--- src/sv/crc32bs_pkg.sv ---
// crc32bs_pkg: shared types and the CRC table function for crc32_byte_stream.
// No dependencies.
package crc32bs_pkg;

  localparam logic [31:0] CrcPoly    = 32'h04C1_1DB7;
  localparam logic [31:0] CrcInit    = 32'hFFFF_FFFF;
  localparam int unsigned HeadBytes  = 4;
  localparam int unsigned SeenW      = 3;

  // Running checksum state
  typedef struct packed {
    logic [31:0]      crc;
    logic [SeenW-1:0] seen;
  } crc_state_t;

  localparam crc_state_t StateInit = '{crc: CrcInit, seen: '0};

  // MSB-first table entry for one byte: a fixed XOR network after synthesis
  function automatic logic [31:0] table_entry(input logic [7:0] idx);
    logic [31:0] acc;
    acc = {idx, 24'h00_0000};
    for (int b = 0; b < 8; b++) begin
      if (acc[31]) begin
        acc = {acc[30:0], 1'b0} ^ CrcPoly;
      end else begin
        acc = {acc[30:0], 1'b0};
      end
    end
    return acc;
  endfunction

endpackage

--- src/sv/crc32_byte_stream.sv ---
// crc32_byte_stream: byte-serial checksum (poly 0x04C11DB7, MSB first, no augmentation).
// Uses crc32bs_pkg, crc32bs_step, crc32bs_out_reg.
//
//  channel | valid      | ready      | payload
//  --------+------------+------------+--------------------------
//  in      | in_valid_i | in_ready_o | data_byte_i, last_byte_i
//  out     | out_valid_o| out_ready_i| checksum_o
//
// One item per cycle sustained while no last item is held back. An item is captured
// into the input register, then folded into the running state once it advances; a
// last-marked item loads the result register, which drives checksum_o.
// Reset clears the running state to all ones with zero bytes seen.
// A last item waits in the input register while the result register is full
// and not being taken; non-last items never wait on the output side.
module crc32_byte_stream (
  input  logic        clk_i,
  input  logic        rst_ni,
  input  logic        in_valid_i,
  output logic        in_ready_o,
  input  logic [7:0]  data_byte_i,
  input  logic        last_byte_i,
  output logic        out_valid_o,
  input  logic        out_ready_i,
  output logic [31:0] checksum_o
);

  // Input register
  logic       in_valid_q, in_valid_d;
  logic [7:0] byte_q;
  logic       last_q;

  // Running state
  crc32bs_pkg::crc_state_t state_q, state_d, state_next;

  logic advance;   // item in input register is consumed this cycle
  logic emit;      // it is a last item: load the result register

  // A last item needs a free (or draining) result slot
  assign advance    = in_valid_q & (~last_q | ~out_valid_o | out_ready_i);
  assign emit       = advance & last_q;
  assign in_ready_o = ~in_valid_q | advance;
  assign in_valid_d = (in_valid_i & in_ready_o) | (in_valid_q & ~advance);

  always_ff @(posedge clk_i or negedge rst_ni) begin
    if (!rst_ni) begin
      in_valid_q <= 1'b0;
    end else begin
      in_valid_q <= in_valid_d;
    end
  end

  always_ff @(posedge clk_i) begin
    if (in_valid_i && in_ready_o) begin
      byte_q <= data_byte_i;
      last_q <= last_byte_i;
    end
  end

  crc32bs_step u_step (
    .state_i     (state_q),
    .data_byte_i (byte_q),
    .state_o     (state_next)
  );

  // Message end returns the state to its reset value
  always_comb begin
    if (emit) begin
      state_d = crc32bs_pkg::StateInit;
    end else if (advance) begin
      state_d = state_next;
    end else begin
      state_d = state_q;
    end
  end

  always_ff @(posedge clk_i or negedge rst_ni) begin
    if (!rst_ni) begin
      state_q <= crc32bs_pkg::StateInit;
    end else begin
      state_q <= state_d;
    end
  end

  crc32bs_out_reg u_out (
    .clk_i        (clk_i),
    .rst_ni       (rst_ni),
    .load_i       (emit),
    .checksum_d_i (~state_next.crc),
    .out_ready_i  (out_ready_i),
    .out_valid_o  (out_valid_o),
    .checksum_o   (checksum_o)
  );

  // Byte count saturates at the head length
  assert property (@(posedge clk_i) disable iff (!rst_ni)
    state_q.seen <= 3'(crc32bs_pkg::HeadBytes))
    else $error("bytes seen past saturation");

  // A finished message leaves the state at reset value
  assert property (@(posedge clk_i) disable iff (!rst_ni)
    emit |=> (state_q.crc == crc32bs_pkg::CrcInit) && (state_q.seen == '0))
    else $error("state not cleared after message end");

  // A held item keeps its byte and does not change the state
  assert property (@(posedge clk_i) disable iff (!rst_ni)
    (in_valid_q && !advance) |=> in_valid_q && $stable(byte_q) && $stable(state_q))
    else $error("held item lost or state moved");

  // Emitting always produces a valid result next cycle
  assert property (@(posedge clk_i) disable iff (!rst_ni)
    emit |=> out_valid_o)
    else $error("result not presented");

endmodule

--- src/sv/crc32bs_step.sv ---
// crc32bs_step: next checksum state for one byte.
// Uses crc32bs_pkg (state type, table function).
module crc32bs_step (
  input  crc32bs_pkg::crc_state_t state_i,
  input  logic [7:0]              data_byte_i,
  output crc32bs_pkg::crc_state_t state_o
);

  logic [31:0] head_mask;

  // Head bytes land from the top byte down
  always_comb begin
    unique case (state_i.seen[1:0])
      2'd0:    head_mask = {data_byte_i, 24'h00_0000};
      2'd1:    head_mask = {8'h00, data_byte_i, 16'h0000};
      2'd2:    head_mask = {16'h0000, data_byte_i, 8'h00};
      default: head_mask = {24'h00_0000, data_byte_i};
    endcase
  end

  always_comb begin
    if (!state_i.seen[2]) begin
      state_o.crc  = state_i.crc ^ head_mask;
      state_o.seen = state_i.seen + crc32bs_pkg::SeenW'(1);
    end else begin
      state_o.crc  = {state_i.crc[23:0], data_byte_i}
                     ^ crc32bs_pkg::table_entry(state_i.crc[31:24]);
      state_o.seen = state_i.seen;
    end
  end

endmodule

--- src/sv/crc32bs_out_reg.sv ---
// crc32bs_out_reg: result register holding one finished checksum.
// Uses no package items.
module crc32bs_out_reg (
  input  logic        clk_i,
  input  logic        rst_ni,
  input  logic        load_i,
  input  logic [31:0] checksum_d_i,
  input  logic        out_ready_i,
  output logic        out_valid_o,
  output logic [31:0] checksum_o
);

  logic        valid_q, valid_d;
  logic [31:0] checksum_q;

  // load is only raised when the slot is empty or drains this cycle
  assign valid_d = load_i | (valid_q & ~out_ready_i);

  always_ff @(posedge clk_i or negedge rst_ni) begin
    if (!rst_ni) begin
      valid_q <= 1'b0;
    end else begin
      valid_q <= valid_d;
    end
  end

  always_ff @(posedge clk_i) begin
    if (load_i) begin
      checksum_q <= checksum_d_i;
    end
  end

  assign out_valid_o = valid_q;
  assign checksum_o  = checksum_q;

endmodule

--- config.mk ---
export PLATFORM = sky130hd
export DESIGN_NAME = crc32_byte_stream
export DESIGN_NICKNAME = d
export VERILOG_FILES = /design/src/sv/crc32bs_pkg.sv /design/src/sv/crc32_byte_stream.sv /design/src/sv/crc32bs_step.sv /design/src/sv/crc32bs_out_reg.sv
export SDC_FILE = /design/constraint.sdc
export NUM_CORES = 1
export LEC_CHECK = 0
export BUFFER_PORTS_ARGS = -buffer_cell sky130_fd_sc_hd__buf_2
export CORE_UTILIZATION = 55
export CTS_BUF_LIST = sky130_fd_sc_hd__clkbuf_16
export DETAILED_ROUTE_END_ITERATION = 16
export HOLD_SLACK_MARGIN = 0.1
export PLACE_DENSITY = 0.75
export SLEW_MARGIN = 25
export SYNTH_ARGS = -nofsm -noshare
export SYNTH_HDL_FRONTEND = slang
export SYNTH_SLANG_ARGS = --single-unit
export TNS_END_PERCENT = 50
--- constraint.sdc ---
create_clock -name clk_i -period 4.85 [get_ports clk_i]
set_input_delay 0 -clock clk_i [delete_from_list [all_inputs] [get_ports clk_i]]
set_output_delay 0 -clock clk_i [all_outputs]
set_load 0.02 [all_outputs]
**Word-level counts from Yosys, hierarchy flattened**

Index checks and enable logic that the tools add are counted.

- Bits in registers: 78
- Input bits: 13
- Word-level logic and storage cells: 62

- Add/sub/neg operators: 1
- Equal/unequal tests: 3
- Mux-type cells: 20
- Bitwise logic cells: 26
- Reduce and logical (&&, ||, !) cells: 4

Operators with widths:

| kind | count |
|---|---|
| two-way mux 32 bit | 8 |
| two-way mux 27 bit | 8 |
| inverter 14 bit | 8 |
| two-way mux 35 bit | 3 |
| one-hot mux 32 bit (3 select lines) | 1 |
| XOR 32 bit | 2 |
| inverter 32 bit | 1 |
| bitwise AND 1 bit | 5 |
| inverter 1 bit | 5 |
| bitwise OR 1 bit | 5 |
| adder 3 x 1 -> 3 bit (second input constant) | 1 |
| == test 2 x 1 -> 1 bit (second input constant) | 1 |
| == test 2 bit (second input constant) | 1 |
| zero test 2 bit | 1 |
| inequality test 2 x 1 -> 1 bit (second input constant) | 1 |
| AND reduction 2 bit | 1 |
| nonzero test 2 bit | 1 |
| logical AND 1 bit | 1 |

**Logic depth before layout (Yosys ltp)**

Gate-level depths: netlist of the first run.

- Word-level depth: 28
- Mapped depth: 7

**Modules after synthesis**

A second synthesis of the first run with hierarchy kept.

- Cell total of the unflattened synthesis: 501
- Area total of the unflattened synthesis: 5232.5 um2

Modules (own cells, without submodules):

| module | times used | cells an instance | area an instance (um2) | sequential area each (um2) |
|---|---|---|---|---|
| crc32_byte_stream | 1 | 246 | 2635.0 | 1211.2 |
| crc32bs_step | 1 | 220 | 1600.3 | 0.0 |
| crc32bs_out_reg | 1 | 35 | 997.2 | 985.9 |

**Worst setup path after synthesis of the first run**

No wires, ideal clock.

- Path kind: flip-flop to flip-flop
- From: register u_out.valid_q, in the netlist u_out.out_valid_o
- To: register u_out.checksum_q[0], in the netlist u_out.checksum_o[0] (enable)
- Setup time: 393 ps
- Data arrival time: 1919 ps
- Setup slack: 2538 ps
- Stages on the path, launching flop included: 5
- Path through: dfrtp_1 nor2b_1 a21oi_1 clkbuf_1 and2_1

- Word-level cells in the longest chain between the ends: 5

RTL lines:

| element | RTL line | RTL |
|---|---|---|
| from (decl) | crc32bs_out_reg.sv:13 | `logic valid_q, valid_d;` |
| from (signal assigned) | crc32bs_out_reg.sv:23 | `valid_q <= valid_d;` |
| inverter 1 bit | crc32_byte_stream.sv:39 | `assign advance = in_valid_q & (~last_q \| ~out_valid_o \| out_ready_i);` |
| bitwise OR 1 bit (2 in a row) | crc32_byte_stream.sv:39 |  |
| bitwise AND 1 bit | crc32_byte_stream.sv:39 |  |
| bitwise AND 1 bit | crc32_byte_stream.sv:40 | `assign emit = advance & last_q;` |
| via emit | crc32_byte_stream.sv:36 | `logic emit;` |
| to (signal assigned) | crc32bs_out_reg.sv:29 | `checksum_q <= checksum_d_i;` |
| to (decl) | crc32bs_out_reg.sv:14 | `logic [31:0] checksum_q;` |

The timed path passes the listed nets, and every way through them passes these cells.
A chain may end at the register's enable or synchronous reset.

**Final worst setup path of the first run**

- From: register state_q[2] in the netlist's numbering
- To: register state_q[28] in the netlist's numbering

- Word-level cells in the longest chain between the ends: 3

RTL lines:

| element | RTL line | RTL |
|---|---|---|
| from (decl) | crc32_byte_stream.sv:33 | `crc32bs_pkg::crc_state_t state_q, state_d, state_next;` |
| from (signal assigned) | crc32_byte_stream.sv:78 | `state_q <= crc32bs_pkg::StateInit;` |
| from (signal assigned) | crc32_byte_stream.sv:80 | `state_q <= state_d;` |
| two-way mux 35 bit | crc32bs_step.sv:22 | `if (!state_i.seen[2]) begin` |
| two-way mux 35 bit | crc32_byte_stream.sv:69 | `end else if (advance) begin` |
| two-way mux 35 bit | crc32_byte_stream.sv:67 | `if (emit) begin` |

Every way passes these cells. The select of a mux whose other input is x is not followed.

==> results of run 1 <==
## repair_timing
item | 4_1_cts | 5_1_grt
setup endpoints to repair | 0 | 0
hold endpoints to repair | 16 | 0
hold buffers | 13 | 0
## area by class of cell
cell class                      count  area share
Inverter                            4     0.00272
Multi-Input combinational cell    338       0.446
Sequential cell                    78       0.398
Clock inverter                      7      0.0163
Timing Repair Buffer               64      0.0721
Tap cell                          105      0.0238
Clock buffer                        9      0.0408
## worst max-delay path, delay by kind of cell (launching register included)
| kind | cells | cell delay, ns |
|---|---|---|
| buffers and inverters | 1 | 0.61 |
| AO/OA/AOI/OAI | 2 | 0.28 |
| flip-flops | 1 | 0.91 |
| AND/OR/NAND/NOR | 1 | 0.64 |
## cells in the final DEF (no fill, tap or decap), types with 3 or more instances in the layout
cell type	instances
dfrtp_1	5
clkbuf_16	9
xor2_1	32
dlygate4sd3_1	13
edfxtp_1	41
xnor2_4	3
o211a_1	8
nand3b_1	15
a21oi_1	48
mux2_2	3
xnor2_2	9
ha_1	5
inv_1	5
and3_1	4
xnor2_1	52
buf_4	5
nand4_1	12
a21o_1	9
nor2b_1	4
buf_2	46
o22ai_1	8
dfstp_2	32
o221a_1	3
a2bb2oi_1	3
nor2_1	35
o21ai_0	7
nand2_1	49
o21a_1	3
## registers in the layout (all words and copies together) (netlist names)
register,flops
state_q,35
u_out.checksum_o,32
byte_q,8
in_valid_q,1
last_q,1
u_out.out_valid_o,1
## per-layer routing
metal	vias up	GRT usage	share of wire
met5	-	0	0
met4	0	0.114	0.025
met2	130	0.475	0.51
li1	1657	-	-
met3	27	0.0592	0.053
met1	1753	0.344	0.41
## metrics by stage
step,hold WS (ns),area (um2),std cells
detailed placement,0.172,5080,576
finish,0.338,5520,605
floorplan,-0.296,4870,457
CTS,0.348,5520,605
global placement,0.177,5080,576
global route,0.359,5520,605
## logic make-up (layout without fill, tap and decap cells)
family	count (synthesis)	count (layout)	share of synthesized area
XOR/XNOR	102	102	0.225
multiplexers	4	4	0.00900
AO/OA/AOI/OAI	100	100	0.133
AND/OR/NAND/NOR	127	127	0.126
flip-flops	78	78	0.451
buffers and inverters	41	84	0.0429
adder cells (fa/ha/maj)	5	5	0.0129
## worst max-delay path by stage
| stage | end | slack (ns) |
|---|---|---|
| 6_report | state_q[28] | 2.32 |
| 5_1_grt | state_q[32] | 2.17 |
| 4_1_cts | state_q[28] | 2.33 |
| 3_5_place_dp | state_q[28] | 2.42 |
| 3_3_place_gp | state_q[32] | 2.49 |
| 2_1_floorplan | u_out.checksum_o[0] | 2.54 |
## power groups by stage
stage	sequential [W]	combinational, W	clock [W]
2_1_floorplan	0.00128	0.00191	0
3_3_place_gp	0.00139	0.00224	0
3_5_place_dp	0.00140	0.00228	0
4_1_cts	0.00140	0.00232	0.000724
5_1_grt	0.00143	0.00252	0.000753
6_report	0.00140	0.00233	0.000717
==> results.sh, run 1 <==
export IMPL_grt_pass1_wl_mm=18.6
export IMPL_cts_tree="done"
export IMPL_clockRootBuffer="clkbuf_16"
export IMPL_cts_resized=0
export IMPL_ys_warn_count=0
export IMPL_grtUsageTotal=0.279
export IMPL_path_cells="inv_1 -> nor3_2 -> a2bb2oi_1 -> o31a_1"
export IMPL_dpl_hpwl_mm=7.71
export IMPL_ff_latch_area_um2=2200
export IMPL_power_internal_w=0.00257
export IMPL_antenna_diode_count=0
export IMPL_synth_area_per_cell_um2=10.7
export IMPL_synth_fp_nets=475
export IMPL_final_nets=513
export IMPL_cp_max_fo=30
export IMPL_grt_max_degree=38
export IMPL_max_stage_delay_ns=0.91
export IMPL_firstDrtPassIters=5
export IMPL_clkTransAtPathRegs_ns=0.06
export IMPL_synth_cells=457
export IMPL_drv_slew=0
export IMPL_switchingPower_w=0.00188
export IMPL_finalHoldViolCount=0
export IMPL_wire_per_inst_um=19.4
export IMPL_multi_input_area_um2=2460
export IMPL_overflow=0
export IMPL_drive_above_1_share=0.244
export IMPL_initial_core_util=0.581
export IMPL_antenna_left=0
export IMPL_fillers=654
export IMPL_worst_ep_arrival_time_ns=2.80
export IMPL_fmax_mhz=395
export IMPL_synth_edf_count=41
export IMPL_timing_final_crit_share=0.522
export IMPL_io_pins=47
export IMPL_worstPathRequired_ns=5.12
export IMPL_criticalPathCategory="flip-flop to flip-flop"
export IMPL_synth_area_um2=4870
export IMPL_start_kind="flip-flop"
export IMPL_synth_top_area_share=0.253
export IMPL_yosysTopAreaCell="edfxtp_1"
export IMPL_setup_viol_count_final=0
export IMPL_drt_initial_drc_count=193
export IMPL_dieArea_um2=9230
export IMPL_grt_pass1_vias=3501
export IMPL_drc=0
export IMPL_slew_headroom=0.364
export IMPL_reg2reg_to="state_q[28]"
export IMPL_crit_slowest_cell="dfrtp_1"
export IMPL_gp_congestion=0.850
export IMPL_ys_seq_elements=78
export IMPL_p_total_w=0.00445
export IMPL_tns_ns=0
export IMPL_r2r_setup_slack_ns=2.32
export IMPL_endpoint_kind="flip-flop"
export IMPL_synth_distinct_cells=47
export IMPL_clock_sinks=78
export IMPL_core_um2=8380
export IMPL_seqPwrFrac=0.315
export IMPL_h_tree_depth=3
export IMPL_period_needed_ns=2.53
export IMPL_utilization=0.659
export IMPL_ys_seq_area_frac=0.451
export IMPL_hold_class="input port to asynchronous set/reset pin"
export IMPL_fin_ws_ns=2.32
export IMPL_max_clock_path_buffers=2
export IMPL_place_port_buffers=46
export IMPL_worstReg2RegStart="state_q[2]"
export IMPL_vias=3567
export IMPL_cellLeakagePower_nw=2.12
export IMPL_r2r_cells=4
export IMPL_area_delta_synth_final_pct=13.4
export IMPL_power_density_nw_per_um2=805
export IMPL_netlist_top_cells_area="edfxtp_1, dfstp_2, xnor2_1"
export IMPL_skew_ns=0.00438
export IMPL_die_x_um=96.1
export IMPL_peakVddDrop_uv=476
export IMPL_cp_startpoint="state_q[2]"
export IMPL_status="finished clean"
export IMPL_ys_flop_type="edfxtp_1"
export IMPL_synth_common_cells="xnor2_1, a21oi_1, nand2_1, edfxtp_1, nor2_1"
export IMPL_dp_slack_ns=2.42
export IMPL_clk_latency_ns=0.34
export IMPL_rsz0062_at_grt="false"
export IMPL_pwr_share_clk=0.161
export IMPL_synth_most_common_cell="xnor2_1"
export IMPL_vias_per_cell=5.90
export IMPL_die_h_um=96.1
export IMPL_async_flop_share=0.474
export IMPL_cts_buffers=9
export IMPL_maxCapViolCount=0
export IMPL_post_cts_buffers=0
export IMPL_wirelength_mm=11.7
export IMPL_antenna_found_initial=0
export IMPL_p_sw_frac=0.423
export IMPL_row_count=33
export IMPL_combinationalPowerShare=0.524
export IMPL_worst_pin_slew_ns=0.954
No activity file was read; power rests on OpenSTA's default activity.
==> run 2, diff against run 1 <==
--- a/config.mk
+++ b/config.mk
@@ -5,6 +5,7 @@
 export SDC_FILE = /design/constraint.sdc
 export NUM_CORES = 1
 export LEC_CHECK = 0
+export ABC_AREA = 1
 export BUFFER_PORTS_ARGS = -buffer_cell sky130_fd_sc_hd__buf_2
 export CORE_UTILIZATION = 55
 export CTS_BUF_LIST = sky130_fd_sc_hd__clkbuf_16
==> constraint.sdc (replaced) <==
create_clock -name clk_i -period 2.4 [get_ports clk_i]
set_input_delay 0 -clock clk_i [delete_from_list [all_inputs] [get_ports clk_i]]
set_output_delay 0 -clock clk_i [all_outputs]
set_load 0.02 [all_outputs]
==> results.sh, run 2 <==
export IMPL_status="finished, violations left"
export IMPL_violations="DRC"
export IMPL_post_dp_cell_area_um2=4920
export IMPL_synth_adder_area_share=0.0135
export IMPL_wirelength_mm=11.1
export IMPL_antenna_left=0
export IMPL_initial_core_util=0.566
export IMPL_cts_tree="done"
export IMPL_grtUsageTotal=0.278
export IMPL_synth_edf_count=41
export IMPL_start_kind="flip-flop"
export IMPL_peakVddDrop_uv=687
export IMPL_io_pins=47
export IMPL_dieArea_um2=8790
export IMPL_synth_fp_nets=549
export IMPL_tns_ns=0
export IMPL_vias=3846
export IMPL_cts_buffers=9
export IMPL_synth_simple_area_share=0.217
export IMPL_period_needed_ns=2.12
export IMPL_drv_slew=0
export IMPL_overflow=0
export IMPL_switchingPower_w=0.00320
export IMPL_clock_sinks=78
export IMPL_synth_common_cells="nand2_1, inv_1, edfxtp_1, nand3_1, xor2_1"
export IMPL_timing_final_crit_share=0.884
export IMPL_ys_flop_type="edfxtp_1"
export IMPL_p_sw_frac=0.434
export IMPL_cp_max_fo=13
export IMPL_synth_top_area_share=0.266
export IMPL_area_delta_synth_final_pct=15.6
export IMPL_clk_latency_ns=0.34
export IMPL_clkTransAtPathRegs_ns=0.06
export IMPL_die_x_um=93.7
export IMPL_largest_register="state_q"
export IMPL_slew_headroom=0.417
export IMPL_final_common_cell="nand2_1"
export IMPL_hold_class="input port to asynchronous set/reset pin"
export IMPL_async_flop_share=0.474
export IMPL_dpl_hpwl_mm=7.43
export IMPL_core_um2=8180
export IMPL_synth_xor_xnor_area_share=0.108
export IMPL_synth_cells=531
export IMPL_grt_pass1_vias=3693
export IMPL_setup_viol_count_final=0
export IMPL_synth_compound_area_frac=0.107
export IMPL_grt_max_degree=38
export IMPL_worst_ep_arrival_time_ns=2.27
export IMPL_synth_top_family_by_area="simple AND/OR/NAND/NOR gates"
export IMPL_wire_per_inst_um=15.9
export IMPL_final_area_um2=5350
export IMPL_pwr_share_clk=0.192
export IMPL_synth_most_common_cell="nand2_1"
export IMPL_maxCapViolCount=0
export IMPL_synth_distinct_cells=38
export IMPL_finalHoldViolCount=0
export IMPL_row_count=33
export IMPL_mostFrequentLayoutCells="nand2_1, inv_1, buf_2"
export IMPL_skew_ns=0.00596
export IMPL_reg2reg_to="u_out.checksum_o[21]"
export IMPL_synth_area_per_cell_um2=8.72
export IMPL_antenna_found_initial=0
export IMPL_netlist_top_cells_area="edfxtp_1, dfstp_2, nand2_1"
export IMPL_yosysTopAreaCell="edfxtp_1"
export IMPL_final_nets=605
export IMPL_antenna_diode_count=0
export IMPL_r2r_cells=6
export IMPL_synth_area_um2=4630
export IMPL_h_tree_depth=3
export IMPL_power_internal_w=0.00418
export IMPL_die_h_um=93.7
export IMPL_place_port_buffers=46
export IMPL_gp_congestion=0.942
export IMPL_fmax_mhz=471
export IMPL_synthMuxAreaShare=0
export IMPL_grt_pass1_wl_mm=18.0
export IMPL_ys_warn_count=0
export IMPL_endpoint_kind="flip-flop"
export IMPL_clockRootBuffer="clkbuf_16"
export IMPL_cellLeakagePower_nw=2.44
export IMPL_ys_seq_elements=78
export IMPL_drt_initial_drc_count=373
export IMPL_worst_pin_slew_ns=0.875
export IMPL_ys_seq_area_frac=0.475
export IMPL_seqPwrFrac=0.331
export IMPL_rsz0062_at_grt="false"
export IMPL_max_clock_path_buffers=2
export IMPL_vias_per_cell=5.53
export IMPL_power_density_nw_per_um2=1380
export IMPL_firstDrtPassIters=11
export IMPL_largest_reg_flops=35
export IMPL_combinationalPowerShare=0.477
export IMPL_drive_above_1_share=0.232
export IMPL_drc=2
export IMPL_worstPathRequired_ns=2.55
export IMPL_worstReg2RegStart="state_q[0]"
export IMPL_criticalPathCategory="flip-flop to flip-flop"
export IMPL_r2r_setup_slack_ns=0.28
## run 2: cell types whose count changed after synthesis, moves of 9 or more
cell      previous run  this run
inv_1                4        50
o21ai_0              7        28
nor2_1              35        25
xnor2_2              9         0
nand2_1             49       128
nand3_1              1        40
nand4_1             12         1
nand3b_1            15         0
a21o_1               9         0
a21oi_1             49        29
a22oi_1              0        14
xnor2_1             52        12
nand2_2              0        16
## run 2: worst max path at each step
stage	depth (start not counted)	startpoint	to	slack, ns
3_5_place_dp	7	state_q[0]	state_q[24]	0.35
2_1_floorplan	5	u_out.out_valid_o	u_out.checksum_o[0]	0.47
3_3_place_gp	6	state_q[0]	u_out.checksum_o[21]	0.44
4_1_cts	7	state_q[0]	state_q[24]	0.34
6_report	6	state_q[0]	u_out.checksum_o[21]	0.28
5_1_grt	7	state_q[0]	state_q[24]	0.12
## run 2: critical path, cell delays in order, from the launching register on
cell	delay, ns
dfrtp_1	0.41
ha_1	0.41
nor2_1	0.42
inv_1	0.20
o21ai_0	0.25
nand3_1	0.12
o31ai_1	0.10
## run 2: cell type report
cell class / instances / area (um2)
fill: 676 / 2820
sequential: 78 / 2200
multi-input combinational: 372 / 2060
timing repair buffer: 69 / 435
clock buffer: 9 / 225
inverter: 57 / 221
tap: 105 / 131
clock inverter: 6 / 78.8
## run 2: kinds of logic (layout without fill, tap and decap cells)
kind of cell / Yosys count / in the layout
DFF: 78 / 78
xor gates and xnor gates: 53 / 53
AOI/OAI and AO/OA: 87 / 87
and+or+nand+nor: 227 / 227
buffers and inverters: 81 / 141
adders and majority gates: 5 / 5
## run 2: power groups by stage
stage,clock [W],combinational (W),sequential [W]
finish,0.00142,0.00352,0.00244
global route,0.00149,0.00389,0.00249
CTS,0.00143,0.00347,0.00243
detailed placement,0,0.00342,0.00245
global placement,0,0.00331,0.00244
floorplan,0,0.00275,0.00236
## run 2: timing repair
item / CTS / global route
buffers inserted: 0 / 0
hold endpoints to repair: 16 / 0
gates resized for setup: 0 / 0
hold buffers: 13 / 0
## run 2: per-layer routing
metal,vias up,GRT usage,routed length [um]
li1,1839,-,-
met1,1811,0.357,4680
met2,170,0.446,5360
met3,26,0.0453,727
met4,0,0.151,291
met5,-,0,0
## run 2: through the flow
stage                     cells  total power [W]  setup slack (ns)  hold WS, ns  utilization
after floorplan             531          0.00510             0.475       -0.296            -
after global placement      668          0.00575             0.443        0.157        0.601
after global routing        696          0.00787             0.119        0.367        0.655
final                       696          0.00738             0.278        0.323        0.655
after CTS                   696          0.00733             0.341        0.345        0.655
after detailed placement    668          0.00587             0.353        0.170        0.601
==> run 3, diff against run 2 <==
--- a/config.mk
+++ b/config.mk
@@ -7,11 +7,12 @@
 export LEC_CHECK = 0
 export ABC_AREA = 1
 export BUFFER_PORTS_ARGS = -buffer_cell sky130_fd_sc_hd__buf_2
-export CORE_UTILIZATION = 55
+export CORE_UTILIZATION = 59
 export CTS_BUF_LIST = sky130_fd_sc_hd__clkbuf_16
 export DETAILED_ROUTE_END_ITERATION = 16
 export HOLD_SLACK_MARGIN = 0.1
-export PLACE_DENSITY = 0.75
+export PLACE_DENSITY = 0.8
+export REMOVE_ABC_BUFFERS = 1
 export SLEW_MARGIN = 25
 export SYNTH_ARGS = -nofsm -noshare
 export SYNTH_HDL_FRONTEND = slang
==> results.sh, run 3 (synthesis results as in run 2) <==
export IMPL_dp_slack_ns=0.449
export IMPL_fillers=551
export IMPL_drt_initial_drc_count=363
export IMPL_row_count=31
export IMPL_tns_ns=0
export IMPL_drc=0
export IMPL_clockRootBuffer="clkbuf_16"
export IMPL_core_um2=7410
export IMPL_clk_latency_ns=0.34
export IMPL_vias_per_cell=5.64
export IMPL_area_delta_synth_final_pct=15.8
export IMPL_die_x_um=90.6
export IMPL_utilization=0.724
export IMPL_worst_ep_arrival_time_ns=2.19
export IMPL_maxCapViolCount=0
export IMPL_wirelength_mm=11.2
export IMPL_antenna_left=0
export IMPL_vias=3917
export IMPL_start_kind="flip-flop"
export IMPL_firstDrtPassIters=5
export IMPL_grt_pass1_wl_mm=18.4
export IMPL_criticalPathCategory="flip-flop to flip-flop"
export IMPL_period_needed_ns=2.08
export IMPL_clock_sinks=78
export IMPL_overflow=0
export IMPL_cts_resized=0
export IMPL_reg2reg_to="u_out.checksum_o[16]"
export IMPL_final_nets=609
export IMPL_cellLeakagePower_nw=2.44
export IMPL_fin_ws_ns=0.322
export IMPL_worst_pin_slew_ns=0.893
export IMPL_drv_slew=0
export IMPL_antenna_found_initial=0
export IMPL_largest_register="state_q"
export IMPL_power_density_nw_per_um2=1370
export IMPL_gp_congestion=0.913
export IMPL_cp_max_fo=13
export IMPL_rsz0062_at_grt="false"
export IMPL_antenna_diode_count=0
export IMPL_endpoint_kind="flip-flop"
export IMPL_final_common_cell="nand2_1"
export IMPL_wire_per_inst_um=16.2
export IMPL_grtUsageTotal=0.288
export IMPL_die_h_um=90.6
export IMPL_grt_pass1_vias=3834
export IMPL_peakVddDrop_uv=868
export IMPL_slew_headroom=0.404
export IMPL_io_pins=47
export IMPL_fmax_mhz=481
export IMPL_clkTransAtPathRegs_ns=0.06
export IMPL_setup_viol_count_final=0
export IMPL_initial_core_util=0.625
export IMPL_drive_above_1_share=0.237
export IMPL_timing_final_crit_share=0.866
export IMPL_hold_class="input port to asynchronous set/reset pin"
export IMPL_h_tree_depth=3
export IMPL_r2r_setup_slack_ns=0.32
export IMPL_max_clock_path_buffers=2
export IMPL_finalHoldViolCount=0
export IMPL_largest_reg_flops=35
export IMPL_place_port_buffers=46
export IMPL_status="finished clean"
export IMPL_grt_max_degree=38
export IMPL_skew_ns=0.00708
export IMPL_mostFrequentLayoutCells="nand2_1, inv_1, buf_2"
export IMPL_r2r_cells=5
export IMPL_worstReg2RegStart="state_q[0]"
export IMPL_dpl_hpwl_mm=7.50
export IMPL_cts_buffers=9
export IMPL_cts_tree="done"
export IMPL_worstPathRequired_ns=2.51
export IMPL_dieArea_um2=8200
==> run 3: changes by cell type in the layout (fill, tap and decap cells not counted) <==
cell	previous run	this run
buf_4	10	14
bufinv_16	2	1
clkinv_4	0	1
clkinvlp_4	0	2
clkinv_1	0	1
clkinv_2	3	1
==> run 3: area by class of cell <==
class                   count  area (um2)  area share
multi-input cells         372        2060       0.385
inverters                  57         221      0.0413
repair buffers             73         465      0.0868
well taps                  99         124      0.0231
clock buffers               9         225      0.0420
clock inverters             7        66.3      0.0124
flip-flops and latches     78        2200       0.410
==> run 3: layer usage <==
layer,wire (um),track usage
met1,4490,0.372
met2,5410,0.477
met3,1060,0.0564
met4,274,0.114
met5,0,0
==> run 3: how the worst max path moves through the flow <==
stage	from	to	slack, ns	cells past startpoint
floorplan	u_out.out_valid_o	u_out.checksum_o[0]	-0.03	5
global placement	state_q[31]	u_out.checksum_o[8]	0.56	10
detailed placement	state_q[0]	state_q[19]	0.45	6
CTS	state_q[0]	u_out.checksum_o[16]	0.41	5
global route	state_q[0]	state_q[20]	0.26	6
finish	state_q[0]	u_out.checksum_o[16]	0.32	5
==> run 3: what timing repair did <==
item,in CTS,in global routing
buffers inserted,0,0
hold buffers,13,0
hold endpoints to repair,16,0
==> run 3: stage by stage <==
stage | std cells | area [um2] | power (W) | hold WS [ns]
3_5_place_dp | 666 | 4940 | 0.00590 | 0.165
6_report | 695 | 5360 | 0.00734 | 0.325
3_3_place_gp | 666 | 4940 | 0.00576 | 0.164
5_1_grt | 695 | 5360 | 0.00778 | 0.371
2_1_floorplan | 507 | 4480 | 0.00496 | -0.296
4_1_cts | 695 | 5360 | 0.00728 | 0.346
==> run 3: critical path, stage by stage, from the launching register on <==
cell and delay [ns]:
dfrtp_1 0.42, ha_1 0.42, nor2_1 0.33, buf_4 0.23, a21oi_1 0.08, o31ai_1 0.37
==> run 3: report_power, final <==
| part | switching (W) | total [W] | internal (W) |
|---|---|---|---|
| clock network | 0.000532 | 0.00133 | 0.000797 |
| logic | 0.00231 | 0.00361 | 0.00130 |
| registers | 0.000390 | 0.00241 | 0.00201 |
